==> src/design/png_scanline_unfilter_macros.svh <==
// Assertion macros shared by the queue and back-end modules of the scanline unfilter.
`ifndef PNG_SCANLINE_UNFILTER_MACROS_SVH
`define PNG_SCANLINE_UNFILTER_MACROS_SVH

// Same-cycle implication, checked outside reset
`define PSU_ASSERT_SAME(name, clk, rst, ante, cons, msg) \
   name: assert property (@(posedge clk) disable iff (rst) (ante) |-> (cons)) \
      else $error(msg);

// Next-cycle implication, checked outside reset
`define PSU_ASSERT_NEXT(name, clk, rst, ante, cons, msg) \
   name: assert property (@(posedge clk) disable iff (rst) (ante) |=> (cons)) \
      else $error(msg);

`endif

==> src/design/psu_pkg.sv <==
// Package: types, constants and helpers of the PNG scanline unfilter.
`timescale 1ns / 1ps

package psu_pkg;

   // Default sizes of the line buffer and the pixel history
   localparam int MAX_ROW_BYTES_DEF   = 8192;
   localparam int MAX_PIXEL_BYTES_DEF = 4;

   // Column field wide enough for any supported row length
   localparam int COL_W = 16;

   // Configuration register widths and indexes
   localparam int BPP_W      = 3;
   localparam int ROW_W      = 14;
   localparam int CSR_DATA_W = 14;
   localparam int CSR_IDX_W  = 1;
   localparam logic [CSR_IDX_W-1:0] CSR_BYTES_PER_PIXEL = 1'b0;
   localparam logic [CSR_IDX_W-1:0] CSR_ROW_BYTES       = 1'b1;

   // Command queue between front and back
   localparam int Q_DEPTH = 2;
   localparam int Q_PTR_W = 1;
   localparam int Q_CNT_W = 2;

   // Highest known filter type code
   localparam logic [7:0] FILTER_MAX_CODE = 8'd4;

   typedef enum logic [2:0] {
      FILT_NONE  = 3'd0,
      FILT_SUB   = 3'd1,
      FILT_UP    = 3'd2,
      FILT_AVG   = 3'd3,
      FILT_PAETH = 3'd4
   } filt_code_type;

   typedef struct packed {
      logic [7:0] data_byte;
      logic       image_start;
   } req_word_type;

   typedef struct packed {
      logic [7:0] pixel_byte;
      logic       row_end;
      logic       unknown_filter;
   } rsp_word_type;

   // One classified data byte, handed from front to back
   typedef struct packed {
      logic [7:0]       data_byte;
      logic [COL_W-1:0] column;
      filt_code_type    filter;
      logic             unknown;
      logic             first_row;
      logic             row_first;
      logic             row_end;
   } cmd_type;

   // Paeth predictor: nearest of a, b, c to a + b - c, ties to a then b
   function automatic logic [7:0] paeth_pred(input logic [7:0] a, input logic [7:0] b,
                                             input logic [7:0] c);
      logic signed [9:0] da;
      logic signed [9:0] db;
      logic signed [9:0] dc;
      logic [8:0] pa;
      logic [8:0] pb;
      logic [8:0] pc;
      logic [7:0] res;
      da = signed'({2'b00, b}) - signed'({2'b00, c});
      db = signed'({2'b00, a}) - signed'({2'b00, c});
      dc = signed'({2'b00, a}) + signed'({2'b00, b}) - 10'sd2 * signed'({2'b00, c});
      pa = da[9] ? 9'(-da) : da[8:0];
      pb = db[9] ? 9'(-db) : db[8:0];
      pc = dc[9] ? 9'(-dc) : dc[8:0];
      if (pa <= pb && pa <= pc) begin
         res = a;
      end else if (pb <= pc) begin
         res = b;
      end else begin
         res = c;
      end
      return res;
   endfunction

endpackage

==> src/design/psu_front.sv <==
// Front end: takes stream bytes, tracks row state and issues data-byte commands.
`timescale 1ns / 1ps

module psu_front #(
   parameter int MAX_ROW_BYTES = psu_pkg::MAX_ROW_BYTES_DEF
) (
   input  logic                  clock,
   input  logic                  reset,
   input  logic                  req_valid,
   output logic                  req_stall,
   input  psu_pkg::req_word_type req_data,
   input  logic [$clog2(MAX_ROW_BYTES+1)-1:0] row_len,
   input  logic                  q_full,
   output logic                  push_valid,
   output psu_pkg::cmd_type      push_cmd
);
   localparam int ADDR_W = (MAX_ROW_BYTES > 1) ? $clog2(MAX_ROW_BYTES) : 1;

   logic [ADDR_W-1:0]       column_ff, column_in;
   logic                    expect_ff, expect_in;
   logic                    first_row_ff, first_row_in;
   logic                    row_first_ff, row_first_in;
   logic                    unknown_ff, unknown_in;
   psu_pkg::filt_code_type  filter_ff, filter_in;

   logic accept;
   logic is_filter_byte;
   logic last;

   // Stall only on a full queue
   assign req_stall      = q_full;
   assign accept         = req_valid && !req_stall;
   assign is_filter_byte = req_data.image_start || expect_ff;
   assign last           = (32'(column_ff) + 32'd1) >= 32'(row_len);

   // Issue a command for every accepted data byte
   assign push_valid         = accept && !is_filter_byte;
   assign push_cmd.data_byte = req_data.data_byte;
   assign push_cmd.column    = psu_pkg::COL_W'(column_ff);
   assign push_cmd.filter    = filter_ff;
   assign push_cmd.unknown   = unknown_ff;
   assign push_cmd.first_row = first_row_ff;
   assign push_cmd.row_first = row_first_ff;
   assign push_cmd.row_end   = last;

   // Advance row state
   always_comb begin
      column_in    = column_ff;
      expect_in    = expect_ff;
      first_row_in = first_row_ff;
      row_first_in = row_first_ff;
      unknown_in   = unknown_ff;
      filter_in    = filter_ff;
      if (accept) begin
         if (is_filter_byte) begin
            unknown_in   = req_data.data_byte > psu_pkg::FILTER_MAX_CODE;
            filter_in    = unknown_in ? psu_pkg::FILT_NONE
                                      : psu_pkg::filt_code_type'(req_data.data_byte[2:0]);
            column_in    = '0;
            expect_in    = 1'b0;
            row_first_in = 1'b1;
            if (req_data.image_start) begin
               first_row_in = 1'b1;
            end
         end else begin
            row_first_in = 1'b0;
            if (last) begin
               column_in    = '0;
               expect_in    = 1'b1;
               first_row_in = 1'b0;
            end else begin
               column_in = column_ff + ADDR_W'(1);
            end
         end
      end
   end

   always_ff @(posedge clock) begin
      if (reset) begin
         column_ff    <= '0;
         expect_ff    <= 1'b1;
         first_row_ff <= 1'b1;
         row_first_ff <= 1'b1;
         unknown_ff   <= 1'b0;
         filter_ff    <= psu_pkg::FILT_NONE;
      end else begin
         column_ff    <= column_in;
         expect_ff    <= expect_in;
         first_row_ff <= first_row_in;
         row_first_ff <= row_first_in;
         unknown_ff   <= unknown_in;
         filter_ff    <= filter_in;
      end
   end

endmodule

==> config.mk <==
export PLATFORM = sky130hd
export DESIGN_NAME = psu_front
export DESIGN_NICKNAME = d
export VERILOG_FILES = /design/src/design/png_scanline_unfilter_macros.svh /design/src/design/psu_pkg.sv /design/src/design/psu_front.sv
export SDC_FILE = /design/constraint.sdc
export NUM_CORES = 1
export LEC_CHECK = 0
export ABC_AREA = 1
export BUFFER_PORTS_ARGS = -buffer_cell sky130_fd_sc_hd__buf_2
export CAP_MARGIN = 30
export CORE_ASPECT_RATIO = 1.75
export CORE_MARGIN = 2
export CORE_UTILIZATION = 50
export CTS_CLUSTER_SIZE = 12
export DETAILED_ROUTE_END_ITERATION = 12
export GPL_TIMING_DRIVEN = 1
export PLACE_DENSITY = 0.8
export SLEW_MARGIN = 10
export SYNTH_ARGS = -nofsm -noshare
export SYNTH_HDL_FRONTEND = slang
export SYNTH_SLANG_ARGS = --single-unit
==> constraint.sdc <==
create_clock -name clock -period 4.75 [get_ports clock]
set_input_delay 0.95 -clock clock [delete_from_list [all_inputs] [get_ports clock]]
set_output_delay 0.95 -clock clock [all_outputs]
set_load 0.05 [all_outputs]
==> flow_metrics.py <==
metrics = {
    "sta": {
        "maxSlewViolCount": 0,
        "setup_violations": 0,
        "max_freq_mhz": 262,
        "rsz0062_at_grt": "no",
        "setup_slack_ns": 0.935,
        "min_period_ns": 3.81,
        "worst_clock_skew_ns": 0.00143,
        "hold_viol_final": 0,
        "min_period_over_period_pct": 80.3,
        "finalSetupTns_ns": 0,
    },
    "synthesis": {
        "synth_area_per_cell_sq_um": 6.77,
        "yosys.area_share.xor_xnor_pct": 1.03,
        "synthSimpleGateAreaFrac_pct": 38.6,
        "ys_seq_area_share_pct": 23.5,
        "ys_seq_elements": 20,
        "yosys_warnings": 0,
        "synthTopCellsByCount": "nand2_1, inv_1, dfxtp_1, buf_4",
        "synthTopCellsByArea": "dfxtp_1, nand2_1, ha_1, inv_1, buf_4",
        "async_flop_share_pct": 0,
        "synth.mux.area_fraction_pct": 0,
        "syn-cell-area_sq_um": 1710,
        "synth-edff-count": 0,
        "yosys.area_share.adder_pct": 11.0,
        "synth.most_common_cell": "nand2_1",
        "synth_top_cell_by_area": "dfxtp_1",
        "ys.flop_type": "dfxtp_1",
        "synth-compound-area-share_pct": 7.04,
        "syn-instance-count": 252,
        "synth.distinct_cells": 29,
        "synth_top_area_share_pct": 23.5,
        "synth_top_family_by_area": "simple AND/OR/NAND/NOR gates",
    },
    "route": {
        "ant_nets": 0,
        "drtIter0Drc": 22,
        "via_count": 1715,
        "drc_errors": 0,
        "first_pass_iters": 4,
        "vias_per_cell": 5.07,
        "route.detailed.wl_per_inst_microns": 11.1,
        "wl_microns": 3750,
    },
    "critical_path": {
        "cp_max_fo": 14,
        "end_kind": "primary output",
        "setup.worst_path.start": "column_ff[0]",
        "cpMostUsedCell": "nand2_1",
        "critical-path-max-stage-delay_ns": 0.47,
        "critPathRequiredTime_ns": 3.80,
        "r2r-start": "column_ff[0]",
        "slowest_stage": "dfxtp_1",
        "start_kind": "register",
        "path_class": "reg -> out",
        "crit_chain": "ha_1 > nand3_2 > nor2_4 > nand3_1 > nand2_1 > nand2_1 > ha_1 > nand2_1 > nor2_1 > nand2_1 > nor2_1 > nand2_2 > nand2_1 > buf_2",
        "critPathArrivalTime_ns": 2.86,
    },
    "floorplan": {
        "fp.dieW_microns": 48.1,
        "core_sq_um": 3330,
        "row_count": 28,
        "io_pins": 60,
        "start_util_pct": 51.2,
        "die_area_sq_um": 3910,
        "fp.dieH_microns": 81.3,
    },
    "clocking": {
        "cts_sinks": 20,
        "cts_made_buffers": 3,
        "ctsResizeCount": 0,
        "root_buffer": "clkbuf_8",
        "cts_tree": "done",
        "insertion_delay_ns": 0.26,
        "clkTransAtPathRegs_ns": 0.07,
        "cts_buffer_depth": 2,
        "htree_num_levels": 1,
        "cts_setup_buffers": 0,
        "holdBufCountCts": 0,
    },
    "place": {
        "place_area_sq_um": 1890,
        "pre_cts_ws_ns": 1.24,
        "port_buffers": 56,
        "dpl.cell_count": 334,
        "dp_hpwl_microns": 3000,
        "routabilityCongestion": 0.893,
    },
    "layout": {
        "fin_area_sq_um": 1940,
        "finalNetCount": 336,
        "finalNonFillerCells": 338,
        "area_growth_pct": 13.9,
        "drive_gt1_share_pct": 29.4,
        "antenna_cells": 0,
    },
    "global_routing": {
        "grt_pass1_vias": 1480,
        "met2_usage_pct": 38.9,
        "grt_pass1_wl_microns": 6120,
        "grt_use_met3_pct": 3.33,
        "antenna_found_initial": 0,
        "grtUsageMet1_pct": 22.1,
        "grt.overflow.total": 0,
        "grt_max_degree": 17,
        "grt_busiest_layer": "met2",
        "grt_usage_pct": 21.4,
    },
    "job": {
        "max_cap_viol_count": 0,
    },
    "pwr": {
        "peakVddDrop_mv": 0.170,
        "p_total_uw": 368,
        "power_density_nw_per_um2": 190,
        "cellLeakagePower_nw": 1.03,
    },
    "outcome": {
        "status": "completed",
    },
    "hold_path": {
        "worstHoldStart": "filter_ff[0]",
        "hold_class": "reg -> reg",
    },
}
## kinds of logic after synthesis
logic type               count (synthesis)
AO/OA/AOI/OAI                           21
XOR/XNOR                                 2
adder cells (fa/ha/maj)                 15
buffers and inverters                   62
flip-flops                              20
other                                    1
AND/OR/NAND/NOR                        131
## sequential cells by signal, indices dropped and copies added (netlist names)
| register | cells |
|---|---|
| column_ff | 13 |
| expect_ff | 1 |
| filter_ff | 3 |
| first_row_ff | 1 |
| row_first_ff | 1 |
| unknown_ff | 1 |
## metal layers
metal  part of all wire (%)  wire length (microns)  up-vias
li1                       -                      -      871
met1                     39                   1460      782
met2                     54                   2030       55
met3                    5.0                    187        7
met4                    2.1                     79        0
met5                      0                      0        -
## layout make-up
cell class,instances,area [sq um]
fillers,335,1390
well taps,45,56.3
clock buffers,4,55.1
multi-input cells,172,995
repair buffers,56,280
flip-flops and latches,20,400
inverters,41,156
## critical path, delay by kind of cell (launching register included)
family        cells  cell delay (ns)
flops             1             0.47
buf+inv           1             0.27
fa+ha+maj         2             0.54
simple gates     11             1.30
## placed cells by master (no fill, tap or decap)
cell and instances:
nand2_1 70, buf_2 56, inv_1 36, dfxtp_1 20
nand4_1 15, a21oi_1 15, ha_1 15, nand3_1 12
nor2_1 11, nor2_4 7, nand2_2 5, clkbuf_8 4
o21ai_0 3, inv_2 3, conb_1 3, nand3_2 2
nand3b_1 2, nor2_2 2, nand4_2 2, a21oi_2 2
xor2_1 1, xnor2_1 1, clkinv_1 1, nor4_1 1
inv_4 1, or2_2 1, nor3_1 1, a211oi_2 1
## metrics by stage
stage | hold WS [ns] | utilization, %
after floorplan | 0.427 | -
after global placement | 0.434 | 56.7
after detailed placement | 0.438 | 56.7
after CTS | 0.457 | 58.4
after global routing | 0.488 | 58.4
final | 0.452 | 58.4
## where the power goes
group          leakage, nW  internal [mW]  switching (mW)
clock network       0.0288         0.0739          0.0581
logic                0.835         0.0186          0.0472
registers            0.162          0.169         0.00124
total                 1.03          0.262           0.106
## worst paths after layout
check / to / slack, ns / depth (start not counted)
setup / recovery: push_cmd[0] / 0.94 / 14
hold / removal: filter_ff[0] / 0.45 / 2
setup reg to reg: first_row_ff / 2.10 / 16
hold reg to reg: filter_ff[0] / 0.45 / 2
Note: power is estimated with default switching activity, not from simulation.
