`src/design/png_scanline_unfilter_macros.svh`:
```
// Assertion macros shared by the queue and back-end modules of the scanline unfilter.
`ifndef PNG_SCANLINE_UNFILTER_MACROS_SVH
`define PNG_SCANLINE_UNFILTER_MACROS_SVH

// Same-cycle implication, checked outside reset
`define PSU_ASSERT_SAME(name, clk, rst, ante, cons, msg) \
   name: assert property (@(posedge clk) disable iff (rst) (ante) |-> (cons)) \
      else $error(msg);

// Next-cycle implication, checked outside reset
`define PSU_ASSERT_NEXT(name, clk, rst, ante, cons, msg) \
   name: assert property (@(posedge clk) disable iff (rst) (ante) |=> (cons)) \
      else $error(msg);

`endif

```
`src/design/psu_pkg.sv`:
```
// Package: types, constants and helpers of the PNG scanline unfilter.
`timescale 1ns / 1ps

package psu_pkg;

   // Default sizes of the line buffer and the pixel history
   localparam int MAX_ROW_BYTES_DEF   = 8192;
   localparam int MAX_PIXEL_BYTES_DEF = 4;

   // Column field wide enough for any supported row length
   localparam int COL_W = 16;

   // Configuration register widths and indexes
   localparam int BPP_W      = 3;
   localparam int ROW_W      = 14;
   localparam int CSR_DATA_W = 14;
   localparam int CSR_IDX_W  = 1;
   localparam logic [CSR_IDX_W-1:0] CSR_BYTES_PER_PIXEL = 1'b0;
   localparam logic [CSR_IDX_W-1:0] CSR_ROW_BYTES       = 1'b1;

   // Command queue between front and back
   localparam int Q_DEPTH = 2;
   localparam int Q_PTR_W = 1;
   localparam int Q_CNT_W = 2;

   // Highest known filter type code
   localparam logic [7:0] FILTER_MAX_CODE = 8'd4;

   typedef enum logic [2:0] {
      FILT_NONE  = 3'd0,
      FILT_SUB   = 3'd1,
      FILT_UP    = 3'd2,
      FILT_AVG   = 3'd3,
      FILT_PAETH = 3'd4
   } filt_code_type;

   typedef struct packed {
      logic [7:0] data_byte;
      logic       image_start;
   } req_word_type;

   typedef struct packed {
      logic [7:0] pixel_byte;
      logic       row_end;
      logic       unknown_filter;
   } rsp_word_type;

   // One classified data byte, handed from front to back
   typedef struct packed {
      logic [7:0]       data_byte;
      logic [COL_W-1:0] column;
      filt_code_type    filter;
      logic             unknown;
      logic             first_row;
      logic             row_first;
      logic             row_end;
   } cmd_type;

   // Paeth predictor: nearest of a, b, c to a + b - c, ties to a then b
   function automatic logic [7:0] paeth_pred(input logic [7:0] a, input logic [7:0] b,
                                             input logic [7:0] c);
      logic signed [9:0] da;
      logic signed [9:0] db;
      logic signed [9:0] dc;
      logic [8:0] pa;
      logic [8:0] pb;
      logic [8:0] pc;
      logic [7:0] res;
      da = signed'({2'b00, b}) - signed'({2'b00, c});
      db = signed'({2'b00, a}) - signed'({2'b00, c});
      dc = signed'({2'b00, a}) + signed'({2'b00, b}) - 10'sd2 * signed'({2'b00, c});
      pa = da[9] ? 9'(-da) : da[8:0];
      pb = db[9] ? 9'(-db) : db[8:0];
      pc = dc[9] ? 9'(-dc) : dc[8:0];
      if (pa <= pb && pa <= pc) begin
         res = a;
      end else if (pb <= pc) begin
         res = b;
      end else begin
         res = c;
      end
      return res;
   endfunction

endpackage

```
`src/design/psu_queue.sv`:
```
// Command queue: a short FIFO between the front and back ends.
`timescale 1ns / 1ps
`include "png_scanline_unfilter_macros.svh"

module psu_queue (
   input  logic             clock,
   input  logic             reset,
   input  logic             push_valid,
   input  psu_pkg::cmd_type push_cmd,
   output logic             full,
   output logic             pop_valid,
   output psu_pkg::cmd_type pop_cmd,
   input  logic             pop
);
   psu_pkg::cmd_type                entries_ff [psu_pkg::Q_DEPTH];
   logic [psu_pkg::Q_PTR_W-1:0]     wr_ptr_ff, wr_ptr_in;
   logic [psu_pkg::Q_PTR_W-1:0]     rd_ptr_ff, rd_ptr_in;
   logic [psu_pkg::Q_CNT_W-1:0]     count_ff, count_in;

   assign full      = count_ff == psu_pkg::Q_CNT_W'(psu_pkg::Q_DEPTH);
   assign pop_valid = count_ff != '0;
   assign pop_cmd   = entries_ff[rd_ptr_ff];

   // Advance pointers and fill count
   always_comb begin
      wr_ptr_in = push_valid ? wr_ptr_ff + psu_pkg::Q_PTR_W'(1) : wr_ptr_ff;
      rd_ptr_in = pop ? rd_ptr_ff + psu_pkg::Q_PTR_W'(1) : rd_ptr_ff;
      count_in  = count_ff;
      if (push_valid && !pop) begin
         count_in = count_ff + psu_pkg::Q_CNT_W'(1);
      end else if (pop && !push_valid) begin
         count_in = count_ff - psu_pkg::Q_CNT_W'(1);
      end
   end

   always_ff @(posedge clock) begin
      if (reset) begin
         wr_ptr_ff <= '0;
         rd_ptr_ff <= '0;
         count_ff  <= '0;
      end else begin
         wr_ptr_ff <= wr_ptr_in;
         rd_ptr_ff <= rd_ptr_in;
         count_ff  <= count_in;
      end
   end

   // Store pushed word
   always_ff @(posedge clock) begin
      if (push_valid) begin
         entries_ff[wr_ptr_ff] <= push_cmd;
      end
   end

   `PSU_ASSERT_SAME(a_push_has_room, clock, reset, push_valid, !full, "push into full queue")
   `PSU_ASSERT_SAME(a_pop_has_data, clock, reset, pop, pop_valid, "pop from empty queue")

endmodule

```
`config.mk`:
```
export PLATFORM = sky130hd
export DESIGN_NAME = psu_queue
export DESIGN_NICKNAME = d
export VERILOG_FILES = /design/src/design/psu_pkg.sv /design/src/design/psu_queue.sv
export VERILOG_INCLUDE_DIRS = /design/src /design/src/design
export SDC_FILE = /design/constraint.sdc
export NUM_CORES = 1
export LEC_CHECK = 0
export ABC_AREA = 0
export BUFFER_PORTS_ARGS = -buffer_cell sky130_fd_sc_hd__clkbuf_2
export CAP_MARGIN = 20
export CELL_PAD_IN_SITES_DETAIL_PLACEMENT = 0
export CELL_PAD_IN_SITES_GLOBAL_PLACEMENT = 1
export CORE_MARGIN = 4
export CORE_UTILIZATION = 29
export CTS_CLUSTER_DIAMETER = 200
export CTS_CLUSTER_SIZE = 20
export DETAILED_ROUTE_END_ITERATION = 8
export PLACE_DENSITY = 0.67
export SYNTH_ARGS = -nofsm -noshare
export SYNTH_HDL_FRONTEND = slang
export SYNTH_SLANG_ARGS = --single-unit
```
`constraint.sdc`:
```
create_clock -name clock -period 3 [get_ports clock]
set_input_delay 0.75 -clock clock [delete_from_list [all_inputs] [get_ports clock]]
set_output_delay 0.75 -clock clock [all_outputs]
set_load 0.1 [all_outputs]
```
==> results of run 1 <==
## routing by layer
metal | up-vias | wire, µm | global-route usage [%]
met5 | - | 0 | 0
met4 | 0 | 93 | 6.30
met3 | 9 | 323 | 3.79
met2 | 38 | 2090 | 14.8
met1 | 600 | 1710 | 10.4
li1 | 614 | - | -
## cell type report
class,instances,area [µm²]
Fill cell,770,4920
Sequential cell,67,1960
Timing Repair Buffer,72,483
Multi-Input combinational cell,47,463
Tap cell,105,131
Clock buffer,9,124
Clock inverter,6,90.1
Inverter,1,3.75
## flip-flops by register name, summed over array words and instances, names as in the netlist, named ones only
register,cells
rd_ptr_ff,1
count_ff,2
entries_ff,62
wr_ptr_ff,1
## where the power goes
group          leakage (nW)  switching, mW  total, mW  internal, mW
clock                 0.106          0.325      0.791         0.466
sequential            0.623         0.0161       1.10          1.09
combinational         0.518          0.477      0.624         0.147
total                  1.25          0.818       2.52          1.70
## cell usage after synthesis, types with 2 or more instances
| master | n |
|---|---|
| xor2_1 | 2 |
| edfxtp_1 | 62 |
| mux2_2 | 31 |
| xnor2_1 | 2 |
| buf_2 | 3 |
| nor2_1 | 4 |
| dfxtp_1 | 5 |
## critical path, stage by stage, from the launching register on
cell and delay [ns]:
dfxtp_1 0.33, buf_4 0.34, mux2_2 0.39, clkbuf_2 0.37
## kinds of logic (layout without fill, tap and decap cells)
kind of cell / after synthesis / in the layout
AO/OA/AOI/OAI: 2 / 2
XOR/XNOR: 4 / 4
adder cells (fa/ha/maj): 1 / 1
buffers and inverters: 4 / 88
flip-flops: 67 / 67
multiplexers: 31 / 31
AND/OR/NAND/NOR: 9 / 9
## path summary, 6_finish.rpt
check,start,end,slack [ns],cells past startpoint
setup / recovery,flop,pop_cmd[5],0.49,3
hold / removal,count_ff[1],count_ff[1],0.51,2
setup reg to reg,wr_ptr_ff,entries_ff[0][27],1.72,2
hold reg to reg,count_ff[1],count_ff[1],0.51,2
==> qor.yml, run 1 <==
status:
  outcome: "finished clean"
setup_path:
  critPathMaxFanout: 25
  endpoint_kind: "primary output"
  cp-start-kind: "flop"
  critical_path_class: "flop to primary output"
  crit_arrival_ns: 1.76
  cp.required_ns: 2.25
placed_design:
  place_ws_ns: 0.812
  hpwl_um: 2970
  place.gp.congestion: 0.670
  dp_cells: 292
  place_area_um2: 3040
  io_buffers: 67
logic_synthesis:
  synth_edf_count: 62
  yosys.area.top_type: "edfxtp_1"
  synthMuxAreaShare_pct: 14.3
  async_flop_share_pct: 0
  synth_top_area_share_pct: 76.4
  syn_nets: 154
  synth_xor_xnor_area_share_pct: 1.44
  yosys-top-cells-area: "edfxtp_1 76%, mux2_2 14%, dfxtp_1 4.1%"
  ys_types: 16
  synth-compound-area-share_pct: 0.411
  yosys_warnings: 0
  synth_ff_type: "edfxtp_1"
  syn_inst: 118
  synth-simple-area-share_pct: 2.00
  ys_seq_elements: 67
  synth_top_family_by_area: "multiplexers"
  avgSynthCellArea_um2: 20.6
  syn_area_um2: 2440
  ys_seq_area_share_pct: 80.5
  synth_adder_area_share_pct: 0.514
route:
  drt_pass1_iterations: 3
  num_vias: 1261
  drc: 0
  wirelength_um: 4220
  post_drt_wl_per_cell_um: 13.7
  detail-route-antenna-nets: 0
  post_drt_via_cell_ratio: 4.11
  initialDrtViolationCount: 38
timing:
  fmax_mhz: 398
  fin_crit_sh_pct: 83.8
  drv_slew: 0
  hold_viol_final: 0
  rsz0062_at_grt: "no"
  tns_ns: 0
  worst_slack_ns: 0.487
  fin_skew_ns: 0.0111
  period_minus_slack_ns: 2.51
  timing.slew.headroom_pct: 63.6
  worst_slew_pin_slew_ns: 0.548
  timing.hold.ws_ns: 0.510
  setup_violations: 0
clock_tree:
  insertion_delay_ns: 0.33
  hold_buffers: 0
  clk_pin_slew_ns: 0.07
  clockBufferDepth: 2
  clkSinkCount: 67
  numCtsBuffers: 9
  htreeDepth: 3
  cts-root-buf: "clkbuf_8"
  cts_resized: 0
  post-cts-setup-buffer-count: 0
  cts_tree: "yes"
die:
  initial_core_util_pct: 29.8
  die_area_um2: 9930
  die_w_um: 99.7
  dieHeight_um: 99.7
  core_area_um2: 8180
  rows: 33
  io_pins: 68
global_routing:
  grt_pass1_wl_um: 6800
  grt_use_total_pct: 9.38
  grt_pass1_vias: 1384
  grt-ovfl-total: 0
  grt_max_degree: 26
  grt_antenna_before_repair: 0
final_layout:
  drive_above_1_share_pct: 59.9
  mostFrequentLayoutCells: "62 x edfxtp_1, 58 x clkbuf_2, 31 x mux2_2"
  area_delta_synth_final_pct: 33.7
  antenna_cells: 0
  final_area_um2: 3260
  final_common_cell: "edfxtp_1"
  final_core_utilization_pct: 39.8
  final_nets: 234
  instances_no_fill: 307
run:
  max_cap_viol_count: 0
power:
  power_mw: 2.52
  power_density_nw_per_um2: 773
  max-vdd-ir-drop_v: 0.000432
  power.leakage_nw: 1.25
hold_path:
  hold_path.class: "flop to flop"
No activity file was read; power rests on OpenSTA's default activity.
==> inputs of run 2 (changes only) <==
==> constraint.sdc (replaced) <==
create_clock -name clock -period 2.5 [get_ports clock]
set_input_delay 0.625 -clock clock [delete_from_list [all_inputs] [get_ports clock]]
set_output_delay 0.625 -clock clock [all_outputs]
set_load 0.1 [all_outputs]
==> run 2 against run 1 <==
Against the previous run: final cell count decreased by 0.65%; power increased by 27%; core utilization increased by 4.6 points; sequential cell count unchanged; die area unchanged; critical path type unchanged; largest power group unchanged.
==> qor.yml, run 2 (synthesis gave the netlist of run 1 again) <==
status:
  outcome: "finished clean"  # unchanged
die:
  die_area_um2: 9930  # unchanged
  core_area_um2: 8180  # unchanged
  initial_core_util_pct: 29.8  # unchanged
  dieHeight_um: 99.7  # unchanged
  die_w_um: 99.7  # unchanged
  rows: 33  # unchanged
  io_pins: 68  # unchanged
power:
  power_mw: 3.19  # was 2.52 mW
  power_density_nw_per_um2: 879  # was 773 nW/µm²
  power.leakage_nw: 1.37  # was 1.25 nW
  max-vdd-ir-drop_v: 0.000407  # was 0.000432 V
timing:
  worst_slack_ns: 0.259  # was 0.487 ns
  hold_viol_final: 0  # unchanged
  period_minus_slack_ns: 2.24
  timing.slew.headroom_pct: 63.9  # was 63.6%
  worst_slew_pin_slew_ns: 0.544  # was 0.548 ns
  tns_ns: 0  # unchanged
  setup_violations: 0  # unchanged
  drv_slew: 0  # unchanged
  fin_crit_sh_pct: 89.6
  fmax_mhz: 446
  timing.hold.ws_ns: 0.476  # was 0.510 ns
  fin_skew_ns: 0.00827  # was 0.0111 ns
  rsz0062_at_grt: "no"  # unchanged
clock_tree:
  insertion_delay_ns: 0.33  # about the same
  clk_pin_slew_ns: 0.07  # about the same
  cts-root-buf: "clkbuf_8"  # unchanged
  numCtsBuffers: 9  # unchanged
  cts_tree: "yes"  # unchanged
  clockBufferDepth: 2  # unchanged
  post-cts-setup-buffer-count: 0  # unchanged
  clkSinkCount: 67  # unchanged
  hold_buffers: 0  # unchanged
  cts_resized: 0  # unchanged
  htreeDepth: 3  # unchanged
final_layout:
  final_core_utilization_pct: 44.5  # was 39.8%
  drive_above_1_share_pct: 59.5  # was 59.9%
  nFillCells: 728  # was 770
  final_common_cell: "edfxtp_1"  # unchanged
  largest-register: "entries_ff"  # unchanged
  largestRegisters: "entries_ff (62), count_ff (2)"  # unchanged
  area.sequential_um2: 1960  # unchanged
  area_delta_synth_final_pct: 49.2  # was 33.7%
  final_nets: 232  # was 234
  largest_reg_flops: 62  # unchanged
  mostFrequentLayoutCells: "62 x edfxtp_1, 36 x clkbuf_2, 34 x buf_12"  # was 62 x edfxtp_1, 58 x clkbuf_2, 31 x mux2_2
  antenna_cells: 0  # unchanged
  multi_input_area_um2: 463  # unchanged
global_routing:
  grt_max_degree: 28  # was 26
  grt_pass1_vias: 1397  # was 1,384
  grt_pass1_wl_um: 6730  # was 6800 µm
  grt_antenna_before_repair: 0  # unchanged
  grt_use_total_pct: 9.37  # was 9.38%
  grt-ovfl-total: 0  # unchanged
setup_path:
  critical_path_class: "flop to primary output"  # unchanged
  r2r_start: "wr_ptr_ff"  # unchanged
  rrSetupSlack_ns: 1.10  # was 1.72 ns
  cp-start-kind: "flop"  # unchanged
  endpoint_kind: "primary output"  # unchanged
  cp.required_ns: 1.88  # was 2.25 ns
  reg2reg_to: "entries_ff[1][2]"  # was entries_ff[0][27]
  crit_end: "pop_cmd[26]"  # was pop_cmd[5]
  crit_arrival_ns: 1.62  # was 1.76 ns
  r2r_cells: 2  # unchanged
  critPathMaxFanout: 27  # was 25
hold_path:
  hp-start: "push_cmd[6]"  # was count_ff[1]
  hold_path.class: "input pin to flop"  # was flop to flop
route:
  drt_pass1_iterations: 3  # unchanged
  detail-route-antenna-nets: 0  # unchanged
  drc: 0  # unchanged
  post_drt_via_cell_ratio: 4.29  # was 4.11
  initialDrtViolationCount: 21  # was 38
  wirelength_um: 4410  # was 4220 µm
  post_drt_wl_per_cell_um: 14.4  # was 13.7 µm
  num_vias: 1309  # was 1,261
placed_design:
  io_buffers: 67  # unchanged
  place_ws_ns: 0.606  # was 0.812 ns
  place.gp.congestion: 0.681  # was 0.670
  hpwl_um: 2970  # about the same
run:
  max_cap_viol_count: 0  # unchanged
==> run 2: cell count changes in the layout (fill, tap and decap cells not counted), sizes merged <==
cell and change:
buf +20, clkbuf -22
==> run 2: report_power, final <==
group	leakage [nW]	internal [mW]	switching (mW)
registers	0.623	1.30	0.0226
logic	0.644	0.318	0.596
clock network	0.106	0.559	0.395
==> run 2: worst min path at each step <==
stage	cells after the start	endpoint	slack (ns)
finish	1	entries_ff[0][6]	0.48
global route	1	entries_ff[1][30]	0.44
CTS	1	entries_ff[1][1]	0.45
detailed placement	2	rd_ptr_ff	0.50
global placement	2	count_ff[1]	0.48
floorplan	2	count_ff[1]	0.46
==> run 2: cell type report <==
cell class | instances | area share, %
timing repair buffer | 70 | 23.7
inverter | 1 | 0.103
tap | 105 | 3.61
clock inverter | 6 | 2.48
multi-input combinational | 47 | 12.7
sequential | 67 | 54.0
clock buffer | 9 | 3.41
==> run 2: per-stage QoR <==
step,instance area [µm²],instances
floorplan,2440,118
global placement,3420,290
detailed placement,3420,290
CTS,3630,305
global route,3630,305
finish,3630,305
==> run 2: routing by layer <==
metal	global-route usage, %	wire, µm
met1	9.81	1690
met2	15.4	2290
met3	3.86	311
met4	6.30	112
met5	0	0
==> run 2: critical path, stage by stage, from the launching register on <==
cell and delay, ns:
dfxtp_1 0.47, buf_12 0.24, mux2_2 0.39, buf_12 0.17
==> inputs of run 3 (changes only) <==
--- a/config.mk
+++ b/config.mk
@@ -12,11 +12,11 @@
 export CELL_PAD_IN_SITES_DETAIL_PLACEMENT = 0
 export CELL_PAD_IN_SITES_GLOBAL_PLACEMENT = 1
 export CORE_MARGIN = 4
-export CORE_UTILIZATION = 29
+export CORE_UTILIZATION = 43
 export CTS_CLUSTER_DIAMETER = 200
 export CTS_CLUSTER_SIZE = 20
 export DETAILED_ROUTE_END_ITERATION = 8
-export PLACE_DENSITY = 0.67
+export PLACE_DENSITY = 0.89
 export SYNTH_ARGS = -nofsm -noshare
 export SYNTH_HDL_FRONTEND = slang
 export SYNTH_SLANG_ARGS = --single-unit
==> run 3 against run 2 <==
Against the previous run: clock power fell by 14%; critical endpoint is now pop_cmd[7]; sequential cell count did not move; largest cell class unchanged; non-clock buffer count rose by 1.
==> qor.yml, run 3 (synthesis gave the netlist of run 1 again) <==
global_routing:
  grt-ovfl-total: 0  # unchanged
  grt_max_degree: 32  # was 28
  grt_use_total_pct: 13.2  # was 9.37%
  grt_pass1_wl_um: 6990  # was 6730 µm
  grt_antenna_before_repair: 0  # unchanged
  grt_pass1_vias: 1436  # was 1,397
clock_tree:
  post-cts-setup-buffer-count: 0  # unchanged
  clk_pin_slew_ns: 0.07  # about the same
  insertion_delay_ns: 0.32  # was 0.33 ns
  cts-root-buf: "clkbuf_8"  # unchanged
  cts_tree: "yes"  # unchanged
  hold_buffers: 0  # unchanged
  clockBufferDepth: 2  # unchanged
  clkSinkCount: 67  # unchanged
  numCtsBuffers: 9  # unchanged
  htreeDepth: 3  # unchanged
  cts_resized: 0  # unchanged
final_layout:
  drive_above_1_share_pct: 58.9  # was 59.5%
  mostFrequentLayoutCells: "62 x edfxtp_1, 36 x clkbuf_2, 31 x mux2_2, 31 x buf_12, 9 x clkbuf_8"  # was 62 x edfxtp_1, 36 x clkbuf_2, 34 x buf_12
  multi_input_area_um2: 463  # unchanged
  nFillCells: 367  # was 728
  area_delta_synth_final_pct: 45.0  # was 49.2%
  final_common_cell: "edfxtp_1"  # unchanged
  area.sequential_um2: 1960  # unchanged
  largest_reg_flops: 62  # unchanged
  largest-register: "entries_ff"  # unchanged
  largestRegisters: "entries_ff (62), count_ff (2)"  # unchanged
  antenna_cells: 0  # unchanged
  final_nets: 233  # was 232
route:
  post_drt_via_cell_ratio: 4.80  # was 4.29
  wirelength_um: 4400  # was 4410 µm
  detail-route-antenna-nets: 0  # unchanged
  num_vias: 1316  # was 1,309
  post_drt_wl_per_cell_um: 16.1  # was 14.4 µm
  drt_pass1_iterations: 4  # was 3
  drc: 0  # unchanged
  initialDrtViolationCount: 48  # was 21
power:
  clockPowerShare_pct: 26.9  # was 29.9%
  switchingPower_uw: 988  # was 1.01 mW
  intPower_mw: 2.07  # was 2.18 mW
  power.leakage_nw: 1.36  # was 1.37 nW
  max-vdd-ir-drop_v: 0.000521  # was 0.000407 V
  power_density_nw_per_um2: 864  # was 879 nW/µm²
  power_frac_comb_pct: 29.7  # was 28.6%
  swShare_pct: 32.4  # was 31.7%
  seq_power_share_pct: 43.4  # was 41.5%
setup_path:
  cp-start-kind: "flop"  # unchanged
  cp.required_ns: 1.88  # about the same
  critical_path_class: "flop to primary output"  # unchanged
  crit_arrival_ns: 1.54  # was 1.62 ns
  endpoint_kind: "primary output"  # unchanged
  rrSetupSlack_ns: 1.22  # was 1.10 ns
  critPathMaxFanout: 23  # was 27
timing:
  worst_slew_pin_slew_ns: 0.545  # was 0.544 ns
  fin_skew_ns: 0.00678  # was 0.00827 ns
  tns_ns: 0  # unchanged
  fin_crit_sh_pct: 86.8  # was 89.6%
  drv_slew: 0  # unchanged
  timing.hold.ws_ns: 0.486  # was 0.476 ns
  fmax_mhz: 461  # was 446 MHz
  period_minus_slack_ns: 2.17  # was 2.24 ns
  timing.slew.headroom_pct: 63.8  # was 63.9%
  setup_violations: 0  # unchanged
  rsz0062_at_grt: "no"  # unchanged
  hold_viol_final: 0  # unchanged
die:
  die_area_um2: 6930  # was 9930 µm²
  die_w_um: 83.3  # was 99.7 µm
  rows: 27  # was 33
  core_area_um2: 5510  # was 8180 µm²
  dieHeight_um: 83.3  # was 99.7 µm
  initial_core_util_pct: 44.2  # was 29.8%
  io_pins: 68  # unchanged
run:
  max_cap_viol_count: 0  # unchanged
placed_design:
  io_buffers: 67  # unchanged
  place.gp.congestion: 0.713  # was 0.681
  hpwl_um: 3150  # was 2970 µm
hold_path:
  hold_path.class: "input pin to flop"  # unchanged
status:
  outcome: "finished clean"  # unchanged
run 3: path summary, 6_finish.rpt:
path,start,depth (start not counted),end
hold reg to reg,count_ff[1],2,count_ff[1]
setup / recovery,flop,3,pop_cmd[7]
hold / removal,push_cmd[9],1,entries_ff[0][9]
setup reg to reg,wr_ptr_ff,2,entries_ff[1][13]
run 3: power by group through the flow:
stage	Clock [mW]	Sequential (mW)	Combinational [mW]
2_1_floorplan	0	1.34	0.586
3_3_place_gp	0	1.35	0.907
3_5_place_dp	0	1.35	0.916
4_1_cts	0.841	1.33	0.918
5_1_grt	0.888	1.33	0.937
6_report	0.822	1.32	0.908
run 3: area by class of cell:
cell class | count | area share, %
tap | 72 | 2.55
sequential | 67 | 55.5
multi-input combinational | 47 | 13.1
timing repair buffer | 71 | 23.5
clock buffer | 10 | 3.61
clock inverter | 6 | 1.59
inverter | 1 | 0.106
run 3: metrics by stage:
stage | util [%] | instances | total power, mW | worst slack (ns) | area [µm²]
5_1_grt | 64.2 | 274 | 3.15 | 0.259 | 3530
3_5_place_dp | 60.8 | 258 | 2.27 | 0.667 | 3350
3_3_place_gp | 60.8 | 258 | 2.25 | 0.663 | 3350
2_1_floorplan | - | 118 | 1.93 | 0.0474 | 2440
4_1_cts | 64.2 | 274 | 3.08 | 0.303 | 3530
6_report | 64.2 | 274 | 3.05 | 0.330 | 3530
run 3: worst max-delay path, stage by stage, from the launching register on:
cell,delay (ns)
dfxtp_1,0.33
buf_4,0.29
mux2_2,0.41
buf_12,0.17
run 3: per-layer routing:
layer	up-vias	track usage, %	wire length, µm
met5	-	0	0
met3	8	3.27	279
met2	49	23.8	2390
met4	0	6.39	62
met1	645	14.3	1670
li1	614	-	-
